`src/hw/rtl/tes_pkg.sv`:
```
// ----------------------------------------------------------------------------
// tes_pkg
// shared types and constants of the trilinear enlargement span unit
// ----------------------------------------------------------------------------
package tes_pkg;

    localparam int PIX_W      = 8;
    localparam int CNT_W      = $clog2(PIX_W);
    localparam int CFG_ADDR_W = 4;
    localparam int CFG_DATA_W = 32;

    localparam logic [4:0] X_FACTOR_RESET = 5'd2;
    localparam logic [4:0] Y_FACTOR_RESET = 5'd2;
    localparam logic [4:0] T_FACTOR_RESET = 5'd2;
    localparam logic [3:0] T_PHASE_RESET  = 4'd0;

    typedef enum logic [1:0] {
        REG_X_FACTOR,
        REG_Y_FACTOR,
        REG_T_FACTOR,
        REG_T_PHASE
    } t_reg_idx;

    typedef struct packed {
        logic [4:0] x_factor;
        logic [4:0] y_factor;
        logic [4:0] t_factor;
        logic [3:0] t_phase;
    } t_cfg;

    typedef enum logic [2:0] {
        S_IDLE,
        S_PREP1,
        S_PREP2,
        S_PREP3,
        S_DLOAD,
        S_DIV,
        S_EMIT
    } t_state;

    typedef struct packed {
        logic load;
        logic prep1;
        logic prep2;
        logic prep3;
        logic div_load;
        logic div_step;
        logic emit;
    } t_cmd;

    typedef struct packed {
        logic div_last;
        logic last_px;
        logic out_free;
    } t_sts;

endpackage

```
`src/hw/rtl/tes_regs.sv`:
```
// ----------------------------------------------------------------------------
// tes_regs
// apb register file holding the enlargement factors and temporal phase
// ----------------------------------------------------------------------------
module tes_regs (
    input  logic                            i_clk,
    input  logic                            i_rst_n,
    input  logic                            psel,
    input  logic                            penable,
    input  logic                            pwrite,
    input  logic [tes_pkg::CFG_ADDR_W-1:0]  paddr,
    input  logic [tes_pkg::CFG_DATA_W-1:0]  pwdata,
    output logic [tes_pkg::CFG_DATA_W-1:0]  prdata,
    output tes_pkg::t_cfg                   o_cfg
);
    import tes_pkg::*;

    t_cfg     r_cfg;
    t_reg_idx w_idx;
    logic     w_wr;

    assign w_idx = t_reg_idx'(paddr[3:2]);
    assign w_wr  = psel && penable && pwrite;

    always_ff @(posedge i_clk) begin
        if (!i_rst_n) begin
            r_cfg.x_factor <= X_FACTOR_RESET;
            r_cfg.y_factor <= Y_FACTOR_RESET;
            r_cfg.t_factor <= T_FACTOR_RESET;
            r_cfg.t_phase  <= T_PHASE_RESET;
        end else if (w_wr) begin
            unique case (w_idx)
                REG_X_FACTOR: r_cfg.x_factor <= pwdata[4:0];
                REG_Y_FACTOR: r_cfg.y_factor <= pwdata[4:0];
                REG_T_FACTOR: r_cfg.t_factor <= pwdata[4:0];
                REG_T_PHASE:  r_cfg.t_phase  <= pwdata[3:0];
                default:      r_cfg          <= r_cfg;
            endcase
        end
    end

    always_comb begin
        unique case (w_idx)
            REG_X_FACTOR: prdata = CFG_DATA_W'(r_cfg.x_factor);
            REG_Y_FACTOR: prdata = CFG_DATA_W'(r_cfg.y_factor);
            REG_T_FACTOR: prdata = CFG_DATA_W'(r_cfg.t_factor);
            REG_T_PHASE:  prdata = CFG_DATA_W'(r_cfg.t_phase);
            default:      prdata = '0;
        endcase
    end

    assign o_cfg = r_cfg;

endmodule

```
`src/hw/rtl/tes_ctrl.sv`:
```
// ----------------------------------------------------------------------------
// tes_ctrl
// sequencer: accept a request, prepare sums, divide and emit each pixel
// ----------------------------------------------------------------------------
module tes_ctrl (
    input  logic          i_clk,
    input  logic          i_rst_n,
    input  logic          i_in_valid,
    output logic          o_in_stall,
    input  tes_pkg::t_sts i_sts,
    output tes_pkg::t_cmd o_cmd
);
    import tes_pkg::*;

    t_state r_state;
    t_state n_state;

    always_ff @(posedge i_clk) begin
        if (!i_rst_n) begin
            r_state <= S_IDLE;
        end else begin
            r_state <= n_state;
        end
    end

    always_comb begin
        n_state = r_state;
        unique case (r_state)
            S_IDLE:  if (i_in_valid) n_state = S_PREP1;
            S_PREP1: n_state = S_PREP2;
            S_PREP2: n_state = S_PREP3;
            S_PREP3: n_state = S_DLOAD;
            S_DLOAD: n_state = S_DIV;
            S_DIV:   if (i_sts.div_last) n_state = S_EMIT;
            S_EMIT: begin
                if (i_sts.out_free) begin
                    n_state = i_sts.last_px ? S_IDLE : S_DLOAD;
                end
            end
            default: n_state = S_IDLE;
        endcase
    end

    always_comb begin
        o_cmd      = '0;
        o_in_stall = 1'b1;
        unique case (r_state)
            S_IDLE: begin
                o_in_stall = 1'b0;
                o_cmd.load = i_in_valid;
            end
            S_PREP1: o_cmd.prep1    = 1'b1;
            S_PREP2: o_cmd.prep2    = 1'b1;
            S_PREP3: o_cmd.prep3    = 1'b1;
            S_DLOAD: o_cmd.div_load = 1'b1;
            S_DIV:   o_cmd.div_step = 1'b1;
            S_EMIT:  o_cmd.emit     = i_sts.out_free;
            default: o_cmd          = '0;
        endcase
    end

endmodule

```
`src/hw/rtl/tes_dp.sv`:
```
// ----------------------------------------------------------------------------
// tes_dp
// datapath: corner capture, weight sums, restoring divider, output register
// ----------------------------------------------------------------------------
module tes_dp #(
    parameter int MAX_FACTOR = 16
) (
    input  logic                      i_clk,
    input  logic                      i_rst_n,
    input  tes_pkg::t_cfg             i_cfg,
    input  tes_pkg::t_cmd             i_cmd,
    output tes_pkg::t_sts             o_sts,
    input  logic [7:0]                i_cur_here,
    input  logic [7:0]                i_cur_right,
    input  logic [7:0]                i_cur_down,
    input  logic [7:0]                i_cur_diag,
    input  logic [7:0]                i_next_here,
    input  logic [7:0]                i_next_right,
    input  logic [7:0]                i_next_down,
    input  logic [7:0]                i_next_diag,
    input  logic                      i_right_edge,
    input  logic                      i_bottom_edge,
    input  logic [3:0]                i_sub_row,
    output logic                      o_out_valid,
    input  logic                      i_out_stall,
    output logic [tes_pkg::PIX_W-1:0] o_pixel_out,
    output logic                      o_last_in_run
);
    import tes_pkg::*;

    localparam int FW   = $clog2(MAX_FACTOR + 1);
    localparam int RW   = (FW > 5) ? FW : 5;
    localparam int COLW = PIX_W + FW;
    localparam int AW   = PIX_W + 2 * FW;
    localparam int SW   = 3 * FW;
    localparam int SUMW = PIX_W + 3 * FW;
    localparam int DW   = SUMW + 1;

    // factor and phase clamping
    logic [RW-1:0] w_xr, w_yr, w_tr, w_tp, w_sr, w_tm1, w_ym1;
    logic [FW-1:0] w_xf, w_yf, w_tf, w_t, w_i;

    assign w_xr = RW'(i_cfg.x_factor);
    assign w_yr = RW'(i_cfg.y_factor);
    assign w_tr = RW'(i_cfg.t_factor);
    assign w_tp = RW'(i_cfg.t_phase);
    assign w_sr = RW'(i_sub_row);

    assign w_xf = (w_xr == '0) ? FW'(1) :
                  (w_xr > RW'(MAX_FACTOR)) ? FW'(MAX_FACTOR) : FW'(w_xr);
    assign w_yf = (w_yr == '0) ? FW'(1) :
                  (w_yr > RW'(MAX_FACTOR)) ? FW'(MAX_FACTOR) : FW'(w_yr);
    assign w_tf = (w_tr == '0) ? FW'(1) :
                  (w_tr > RW'(MAX_FACTOR)) ? FW'(MAX_FACTOR) : FW'(w_tr);

    assign w_tm1 = RW'(w_tf) - RW'(1);
    assign w_ym1 = RW'(w_yf) - RW'(1);
    assign w_t   = (w_tp > w_tm1) ? FW'(w_tm1) : FW'(w_tp);
    assign w_i   = (w_sr > w_ym1) ? FW'(w_ym1) : FW'(w_sr);

    // edge replication per frame
    logic [7:0] w_h [2];
    logic [7:0] w_r [2];
    logic [7:0] w_d [2];
    logic [7:0] w_g [2];
    logic [7:0] w_rr [2];
    logic [7:0] w_dd [2];
    logic [7:0] w_gg [2];

    assign w_h[0] = i_cur_here;
    assign w_r[0] = i_cur_right;
    assign w_d[0] = i_cur_down;
    assign w_g[0] = i_cur_diag;
    assign w_h[1] = i_next_here;
    assign w_r[1] = i_next_right;
    assign w_d[1] = i_next_down;
    assign w_g[1] = i_next_diag;

    always_comb begin
        for (int f = 0; f < 2; f++) begin
            w_rr[f] = i_right_edge  ? w_h[f] : w_r[f];
            w_dd[f] = i_bottom_edge ? w_h[f] : w_d[f];
            if (i_bottom_edge) begin
                w_gg[f] = w_rr[f];
            end else if (i_right_edge) begin
                w_gg[f] = w_dd[f];
            end else begin
                w_gg[f] = w_g[f];
            end
        end
    end

    // item registers
    logic [7:0]      r_c [8];
    logic [FW-1:0]   r_i;
    logic [FW-1:0]   w_wy0, w_wt0;
    logic [COLW-1:0] r_col [4];
    logic [2*FW-1:0] r_xy;
    logic [AW-1:0]   r_a, r_b;
    logic [SW-1:0]   r_scale;
    logic [SUMW-1:0] r_sum;
    logic [FW-1:0]   r_j;

    always_ff @(posedge i_clk) begin
        if (i_cmd.load) begin
            for (int f = 0; f < 2; f++) begin
                r_c[4*f+0] <= w_h[f];
                r_c[4*f+1] <= w_rr[f];
                r_c[4*f+2] <= w_dd[f];
                r_c[4*f+3] <= w_gg[f];
            end
            r_i <= w_i;
        end
        if (i_cmd.prep1) begin
            r_col[0] <= COLW'(r_c[0]) * COLW'(w_wy0) + COLW'(r_c[2]) * COLW'(r_i);
            r_col[1] <= COLW'(r_c[1]) * COLW'(w_wy0) + COLW'(r_c[3]) * COLW'(r_i);
            r_col[2] <= COLW'(r_c[4]) * COLW'(w_wy0) + COLW'(r_c[6]) * COLW'(r_i);
            r_col[3] <= COLW'(r_c[5]) * COLW'(w_wy0) + COLW'(r_c[7]) * COLW'(r_i);
            r_xy     <= (2*FW)'(w_xf) * (2*FW)'(w_yf);
        end
        if (i_cmd.prep2) begin
            r_a     <= AW'(r_col[0]) * AW'(w_wt0) + AW'(r_col[2]) * AW'(w_t);
            r_b     <= AW'(r_col[1]) * AW'(w_wt0) + AW'(r_col[3]) * AW'(w_t);
            r_scale <= SW'(r_xy) * SW'(w_tf);
        end
        if (i_cmd.prep3) begin
            r_sum <= SUMW'(r_a) * SUMW'(w_xf);
            r_j   <= '0;
        end else if (i_cmd.emit) begin
            r_sum <= r_sum + SUMW'(r_b) - SUMW'(r_a);
            r_j   <= r_j + FW'(1);
        end
    end

    assign w_wy0 = w_yf - r_i;
    assign w_wt0 = w_tf - w_t;

    // restoring divider, one quotient bit a cycle
    logic [DW-1:0]    r_rem, r_dvs;
    logic [PIX_W-1:0] r_q;
    logic [CNT_W-1:0] r_cnt;

    always_ff @(posedge i_clk) begin
        if (i_cmd.div_load) begin
            r_rem <= DW'(r_sum) + DW'(r_scale >> 1);
            r_dvs <= DW'(r_scale) << (PIX_W - 1);
            r_q   <= '0;
            r_cnt <= '0;
        end else if (i_cmd.div_step) begin
            if (r_rem >= r_dvs) begin
                r_rem <= r_rem - r_dvs;
                r_q   <= {r_q[PIX_W-2:0], 1'b1};
            end else begin
                r_q   <= {r_q[PIX_W-2:0], 1'b0};
            end
            r_dvs <= r_dvs >> 1;
            r_cnt <= r_cnt + CNT_W'(1);
        end
    end

    // output register
    logic             r_out_valid;
    logic [PIX_W-1:0] r_pix;
    logic             r_last;

    always_ff @(posedge i_clk) begin
        if (!i_rst_n) begin
            r_out_valid <= 1'b0;
        end else if (i_cmd.emit) begin
            r_out_valid <= 1'b1;
        end else if (!i_out_stall) begin
            r_out_valid <= 1'b0;
        end
    end

    always_ff @(posedge i_clk) begin
        if (i_cmd.emit) begin
            r_pix  <= r_q;
            r_last <= o_sts.last_px;
        end
    end

    assign o_sts.div_last = (r_cnt == CNT_W'(PIX_W - 1));
    assign o_sts.last_px  = (r_j == (w_xf - FW'(1)));
    assign o_sts.out_free = !r_out_valid || !i_out_stall;

    assign o_out_valid   = r_out_valid;
    assign o_pixel_out   = r_pix;
    assign o_last_in_run = r_last;

endmodule

```
`src/hw/rtl/trilinear_enlarge_span_unit.sv`:
```
// ----------------------------------------------------------------------------
// trilinear_enlarge_span_unit
// trilinear enlargement of one source cell into a run of output pixels
// ----------------------------------------------------------------------------
// One request carries the eight corner samples of a source cell, the edge
// flags and the sub-row; it yields X pixels (X the clamped x_factor), the
// last one flagged. A request is worked through in order: a capture step,
// the weight sums and the scale built in states PREP1 to PREP3, then per
// pixel one divider load, eight steps of the one-bit restoring divider and
// one emit step, which waits while the output is stalled. The next request
// is taken once the last pixel sits in the output register.
// ----------------------------------------------------------------------------
module trilinear_enlarge_span_unit #(
    parameter int MAX_FACTOR = 16
) (
    input  logic                            i_clk,
    input  logic                            i_rst_n,
    input  logic                            psel,
    input  logic                            penable,
    input  logic                            pwrite,
    input  logic [tes_pkg::CFG_ADDR_W-1:0]  paddr,
    input  logic [tes_pkg::CFG_DATA_W-1:0]  pwdata,
    output logic [tes_pkg::CFG_DATA_W-1:0]  prdata,
    output logic                            pready,
    input  logic                            i_in_valid,
    output logic                            o_in_stall,
    input  logic [7:0]                      i_cur_here,
    input  logic [7:0]                      i_cur_right,
    input  logic [7:0]                      i_cur_down,
    input  logic [7:0]                      i_cur_diag,
    input  logic [7:0]                      i_next_here,
    input  logic [7:0]                      i_next_right,
    input  logic [7:0]                      i_next_down,
    input  logic [7:0]                      i_next_diag,
    input  logic                            i_right_edge,
    input  logic                            i_bottom_edge,
    input  logic [3:0]                      i_sub_row,
    output logic                            o_out_valid,
    input  logic                            i_out_stall,
    output logic [7:0]                      o_pixel_out,
    output logic                            o_last_in_run
);
    import tes_pkg::*;

    t_cfg w_cfg;
    t_cmd w_cmd;
    t_sts w_sts;

    assign pready = 1'b1;

    tes_regs u_regs (
        .i_clk   (i_clk),
        .i_rst_n (i_rst_n),
        .psel    (psel),
        .penable (penable),
        .pwrite  (pwrite),
        .paddr   (paddr),
        .pwdata  (pwdata),
        .prdata  (prdata),
        .o_cfg   (w_cfg)
    );

    tes_ctrl u_ctrl (
        .i_clk      (i_clk),
        .i_rst_n    (i_rst_n),
        .i_in_valid (i_in_valid),
        .o_in_stall (o_in_stall),
        .i_sts      (w_sts),
        .o_cmd      (w_cmd)
    );

    tes_dp #(
        .MAX_FACTOR (MAX_FACTOR)
    ) u_dp (
        .i_clk         (i_clk),
        .i_rst_n       (i_rst_n),
        .i_cfg         (w_cfg),
        .i_cmd         (w_cmd),
        .o_sts         (w_sts),
        .i_cur_here    (i_cur_here),
        .i_cur_right   (i_cur_right),
        .i_cur_down    (i_cur_down),
        .i_cur_diag    (i_cur_diag),
        .i_next_here   (i_next_here),
        .i_next_right  (i_next_right),
        .i_next_down   (i_next_down),
        .i_next_diag   (i_next_diag),
        .i_right_edge  (i_right_edge),
        .i_bottom_edge (i_bottom_edge),
        .i_sub_row     (i_sub_row),
        .o_out_valid   (o_out_valid),
        .i_out_stall   (i_out_stall),
        .o_pixel_out   (o_pixel_out),
        .o_last_in_run (o_last_in_run)
    );

endmodule

```
`config.mk`:
```
export PLATFORM = sky130hd
export DESIGN_NAME = trilinear_enlarge_span_unit
export DESIGN_NICKNAME = d
export VERILOG_FILES = /design/src/hw/rtl/tes_pkg.sv /design/src/hw/rtl/tes_regs.sv /design/src/hw/rtl/tes_ctrl.sv /design/src/hw/rtl/tes_dp.sv /design/src/hw/rtl/trilinear_enlarge_span_unit.sv
export SDC_FILE = /design/constraint.sdc
export NUM_CORES = 2
export LEC_CHECK = 0
export BUFFER_PORTS_ARGS = -buffer_cell sky130_fd_sc_hd__buf_4
export CORE_MARGIN = 2
export CORE_UTILIZATION = 65
export DETAILED_ROUTE_END_ITERATION = 16
export PLACE_DENSITY = 0.83
export SYNTH_ARGS = -nofsm -noshare
export SYNTH_HDL_FRONTEND = slang
export SYNTH_SLANG_ARGS = --single-unit
```
`constraint.sdc`:
```
create_clock -name i_clk -period 10.5 [get_ports i_clk]
set_input_delay 1.05 -clock i_clk [delete_from_list [all_inputs] [get_ports i_clk]]
set_output_delay 1.05 -clock i_clk [all_outputs]
set_load 0.01 [all_outputs]
```
== Yosys cells after proc, flatten, opt, wreduce, memory -nomap -nowiden ==
Memory sizes are Yosys's and may differ from the RTL's.
Index checks and enable logic that the tools add are counted.

* Add/sub/neg operators: 17
* Multiply operators: 15
* Div/mod/pow operators: 0
* $lt $le $gt $ge: 6
* Eq/ne operators: 15
* Shift operators: 0
* Multiplexer cells: 44
* Bitwise operators: 0
* Reductions and logical operators: 19

{| class="wikitable"
|+ Operator list
! operator !! number
|-
| $pmux 32 s4 || 1
|-
| $mul 8x5->13 || 8
|-
| $mul 13x5->18 || 4
|-
| $mux 24 || 3
|-
| $mux 8 || 8
|-
| $add 13x13->13 || 4
|-
| $mux 23 || 2
|-
| $mux 22 || 2
|-
| $add 18x18->18 || 2
|-
| $mux 5 || 7
|-
| $add 23x14->24 || 1
|-
| $ge 24x22->1 || 1
|-
| $sub 24x22->24 || 1
|-
| $add 23x18->23 || 1
|-
| $mul 18x5->23 || 1
|-
| $sub 23x18->23 || 1
|-
| $pmux 3 s7 || 1
|-
| $gt 5x5->1 const B || 3
|-
| $logic_not 5->1 || 3
|-
| $mul 10x5->15 || 1
|-
| $mux 1 || 15
|-
| $sub 5x1->5 const B || 3
|-
| $eq 3x3->1 const B || 4
|-
| $mux 3 || 4
|-
| other kinds (21) || 35
|}

* Register bits: 183
* Latch bits: 0
* Bits in writable memories: 116
* ROM bits: 0
* Input bits: 113
* Output and inout bits: 44
* Memories: 2

{| class="wikitable"
|+ Memories
! memory !! words !! bits a word !! rd ports !! clocked after memory_dff !! write ports !! line !! text
|-
| u_dp.r_c || 8 || 8 || 8 || 0 || 8 || tes_dp.sv:94 || <nowiki>logic [7:0] r_c [8];</nowiki>
|-
| u_dp.r_col || 4 || 13 || 4 || 0 || 4 || tes_dp.sv:97 || <nowiki>logic [COLW-1:0] r_col [4];</nowiki>
|}

== Logic depth before layout (Yosys ltp) ==
* Depth in word-level cells: 9
* Gate-level depth with buffers: 40
* Mapped depth without buffers: 38

== Modules after synthesis ==
A second synthesis with hierarchy kept.

* Cells, all modules: 3866
* Area total of the unflattened synthesis: 37761.2 µm²

{| class="wikitable"
|+ By module, submodules not included
! module !! instances !! cells an instance !! area an instance (µm²) !! seq. area each (µm²)
|-
| tes_dp || 1 || 3723 || 36408.7 || 8077.7
|-
| tes_regs || 1 || 111 || 1097.3 || 380.4
|-
| tes_ctrl || 1 || 30 || 244.0 || 60.1
|-
| trilinear_enlarge_span_unit || 1 || 2 || 11.3 || 0.0
|}

== Worst setup path after synthesis ==
No wires, ideal clock.

* Path type: register to register
* Start point: register u_regs.r_cfg (netlist bit u_regs.o_cfg[8])
* End point: register u_dp.r_b[16], data pin
* Data arrival time: 8489 ps
* Setup slack: 1750 ps
* Cell stages (with the launch flop): 38
* Period minus slack after synthesis: 8750 ps
* Path through: dfxtp_1 -> clkbuf_1 -> nor2b_1 -> clkbuf_1 -> inv_1 -> ha_1 -> xnor2_1 -> ha_1 -> a21oi_1 -> o22ai_1 -> o221a_2 -> o21ai_1 -> clkbuf_1 -> ha_1 -> inv_1 -> fa_1 -> a21o_1 -> a21oi_1 -> [... 2 more ...] -> nand2b_1 -> fa_1 -> inv_1 -> fa_1 -> fa_1 -> fa_1 -> inv_1 -> fa_1 -> inv_1 -> ha_1 -> o21a_1 -> nor2_1 -> a21oi_1 -> a41o_1 -> o41a_1 -> a41o_1 -> mux2i_1 -> nand2_1

* Longest elaborated chain between the ends: 9
* Elaborated cells between the ends (all ways): 11
* Classes of those cells: add/sub: 3; mul: 2; order compare: 2; mux: 3; reduce/logical: 1

{| class="wikitable"
|+ RTL lines
! element !! line !! text
|-
| from (decl) || tes_regs.sv:18 || <nowiki>t_cfg r_cfg;</nowiki>
|-
| from (signal assigned) || tes_regs.sv:37 || <nowiki>default: r_cfg <= r_cfg;</nowiki>
|-
| $gt 5x5->1 || tes_dp.sv:54 || <nowiki>(w_tr > RW'(MAX_FACTOR)) ? FW'(MAX_FACTOR) : FW'(w_tr);</nowiki>
|-
| $mux 5 || tes_dp.sv:54 ||
|-
| $mux 5 * || tes_dp.sv:53 || <nowiki>assign w_tf = (w_tr == '0) ? FW'(1) :</nowiki>
|-
| $sub 5x1->5 || tes_dp.sv:56 || <nowiki>assign w_tm1 = RW'(w_tf) - RW'(1);</nowiki>
|-
| $gt 4x5->1 || tes_dp.sv:58 || <nowiki>assign w_t = (w_tp > w_tm1) ? FW'(w_tm1) : FW'(w_tp);</nowiki>
|-
| $mux 5 || tes_dp.sv:58 ||
|-
| $sub 5x5->5 || tes_dp.sv:136 || <nowiki>assign w_wt0 = w_tf - w_t;</nowiki>
|-
| $mul 13x5->18 || tes_dp.sv:123 || <nowiki>r_b <= AW'(r_col[1]) * AW'(w_wt0) + AW'(r_col[3]) * AW'(w_t);</nowiki>
|-
| $add 18x18->18 * || tes_dp.sv:123 ||
|-
| to (signal assigned) || tes_dp.sv:123 ||
|-
| to (decl) || tes_dp.sv:99 || <nowiki>logic [AW-1:0] r_a, r_b;</nowiki>
|}

Mark *: on every way between the ends. The rest lies on a longest branch, timed or not.
A chain may end at the register's enable or synchronous reset.

== Worst setup path after layout ==
* Start point: register u_regs.r_cfg (netlist bit u_regs.o_cfg[5])
* End point: register u_dp.r_a[17], data pin

* Longest elaborated chain between the ends: 9
* Elaborated cells between the ends (all ways): 11
* Classes of those cells: add/sub: 3; mul: 2; order compare: 2; mux: 3; reduce/logical: 1

{| class="wikitable"
|+ RTL lines
! element !! line !! text
|-
| $gt 5x5->1 || tes_dp.sv:54 ||
|-
| $mux 5 || tes_dp.sv:54 ||
|-
| $mux 5 * || tes_dp.sv:53 ||
|-
| $sub 5x1->5 || tes_dp.sv:56 ||
|-
| $gt 4x5->1 || tes_dp.sv:58 ||
|-
| $mux 5 || tes_dp.sv:58 ||
|-
| $sub 5x5->5 || tes_dp.sv:136 ||
|-
| $mul 13x5->18 || tes_dp.sv:122 || <nowiki>r_a <= AW'(r_col[0]) * AW'(w_wt0) + AW'(r_col[2]) * AW'(w_t);</nowiki>
|-
| $add 18x18->18 * || tes_dp.sv:122 ||
|-
| to (signal assigned) || tes_dp.sv:122 ||
|-
| to (decl) || tes_dp.sv:99 ||
|}

Marks and branches as above.

==> results.cfg <==
[run_status]
outcome = completed

[synth]
synth_top_area_share = 0.269
synth.distinct_cells = 74
ys.flop_type = edfxtp_1
synth_largest_area_cell = fa_1
synth_edf_count = 253
syn_area_per_cell_um2 = 9.70
syn_inst = 3885
ys_warn_count = 0
synth-seq-cells = 299
seq_area_frac_synth = 0.226
synthTopCellsByArea = fa_1, edfxtp_1, ha_1
netlist_area_um2 = 37700
ys_async_sr_fraction = 0

[clock_tree]
cts_setup_buffers = 0
cts_hold_buf = 0
clkTransAtPathRegs_ns = 0.06
cts_buffer_depth = 3
ctsRootBufferMaster = clkbuf_16
cts_tree = yes
insertion_delay_ns = 0.57
cts_resized = 0
htreeDepth = 2
numCtsBuffers = 37
cts.sinks = 299

[global_route]
met1_usage = 0.356
antenna_found_initial = 0
grt_use_total = 0.285
grt_max_degree = 67
grt_pass1_wl_um = 137000
grt_pass1_vias = 28000
met2_usage = 0.507
busiest_layer = met2
gr-total-overflow = 0
grt_use_met3 = 0.0338

[timing]
rsz0062_at_grt = no
slew_viol_final = 0
tns_ns = 0
period_share = 0.923
fin_ws_ns = 0.805
period_minus_slack_ns = 9.70
setup_viol = 0
worst_clock_skew_ns = 0.0245
tightest_slew_ns = 1.18
fmax_mhz = 103
slew_headroom = 0.211
hold_violations = 0

[cells_and_area]
syn_to_final_growth_pct = 7.57
layout_common_cells = inv_1, fa_1, nand2_1
mostFrequentLayoutCell = inv_1
fillers = 4153
diodes = 0
fin_nets = 4972
multi_input_area_um2 = 26200
layout-drive-gt1-share = 0.0671
register_area_um2 = 8520
final_util = 0.705

[power]
p_leak_nw = 19.3
p_per_area_nw_per_um2 = 342
ir_worst_vdd_mv = 0.431

[placed_design]
port-buffer-count = 99
pre_cts_slack_ns = 0.944
hpwl_um = 65800
gp_congestion = 0.935

[critical_path]
critical-path-top-delay-family = adder cells
crit_path_max_incr_delay_ns = 0.59
cp.buffers_inverters = 6
reg2reg_depth = 36
critPathLaunchType = register
critPathRequiredTime_ns = 10.82
crit_arrival_ns = 10.01
path_class = register to register
crit_path_end_kind = register
crit_path_max_fanout = 14
worst_path_max_delay_cell = nor2_1
cp.depth = 36
crit_path_frequent_cell = fa_1

[floorplan]
dieHeight_um = 245
start_util = 0.656
io_pins = 157
die_area_um2 = 59900
core_um2 = 57500
die_x_um = 245
rows = 88

[route]
routedWlPerCell_um = 17.1
drt-pass1-iter-count = 5
viasPerCell = 5.56
drc = 0
num_vias = 26600
drt_iter0_drc = 1483
wirelength_um = 81800
ant_nets = 0

[min_path]
min_path_cells = 2
hold_path_class = register to register

[job]
maxCapViolations = 0
cells by family (layout without fill, tap and decap cells):
family / after synthesis / count (layout) / share of synthesized area
simple gates: 1174 / 1174 / 0.154
other cells: 2 / 55 / 0.000199
mux: 95 / 95 / 0.0276
compound gates: 411 / 411 / 0.0688
flops: 299 / 299 / 0.226
buf+inv: 832 / 903 / 0.0857
fa+ha+maj: 878 / 878 / 0.393
xor+xnor: 194 / 194 / 0.0451
flip-flops by register name, summed over array words and instances, names as in the netlist, 3 cells and up:
name              flops
u_dp.r_scale         15
u_dp.r_xy            10
u_dp.r_a             18
u_dp.r_j              5
u_dp.r_q              8
u_regs.o_cfg         19
u_dp.r_cnt            3
u_dp.r_dvs           22
u_dp.r_col           52
u_dp.o_pixel_out      8
u_dp.r_b             18
u_dp.r_rem           24
u_ctrl.r_state        3
u_dp.r_i              5
u_dp.r_sum           23
u_dp.r_c             64
final cells by class:
class / instances / share of cell area
well taps: 765 / 0.0236
inverters: 699 / 0.0647
repair buffers: 137 / 0.0254
clock inverters: 26 / 0.00611
flip-flops and latches: 299 / 0.210
clock buffers: 41 / 0.0232
multi-input cells: 2807 / 0.647
worst paths after layout:
path,endpoint,slack (ns),start
worst max-delay path,u_dp.r_a[17]$_DFFE_PP_,0.80,u_regs.o_cfg[5]$_SDFFE_PN1P_
worst min-delay path,u_dp.r_cnt[1]$_SDFFE_PP0N_,0.44,u_dp.r_cnt[1]$_SDFFE_PP0N_
worst max register to register,u_dp.r_a[17]$_DFFE_PP_,0.80,u_regs.o_cfg[5]$_SDFFE_PN1P_
worst min register to register,u_dp.r_cnt[1]$_SDFFE_PP0N_,0.44,u_dp.r_cnt[1]$_SDFFE_PP0N_
per-stage QoR:
stage	instance area, µm²	hold slack (ns)	instances	power (mW)
global route	40500	0.470	4774	15.4
floorplan	37900	0.408	3938	10.2
detailed placement	39300	0.433	4707	12.5
CTS	40500	0.445	4774	13.9
global placement	39300	0.414	4707	12.1
finish	40500	0.444	4774	13.9
layer usage:
layer	part of all wire	vias up
li1	-	12500
met1	0.41	13000
met2	0.50	832
met3	0.053	194
met4	0.039	0
met5	0	-
power breakdown:
group	internal [mW]	switching [mW]
Clock	0.729	0.543
Combinational	4.51	5.73
Sequential	2.09	0.270
Yosys cell counts, drive strengths merged (52+ instances only):
cell type and n:
nand3 52, inv 699, and2 282, o21ai 87, nor2 120, a21oi 157, xnor2 138, clkbuf 101
nor2b 101, edfxtp 253, fa 507, ha 371, mux2i 59, nand2 471, xor2 56
worst reg2reg max path, delay by kind of cell, from the launching register on:
| kind | cells | cell delay (ns) |
|---|---|---|
| buffers and inverters | 6 | 0.71 |
| xor gates and xnor gates | 3 | 0.65 |
| DFF | 1 | 0.34 |
| adders and majority gates | 10 | 4.03 |
| AOI/OAI and AO/OA | 11 | 2.45 |
| and+or+nand+nor | 6 | 1.28 |
(Power assumes the default switching activity.)
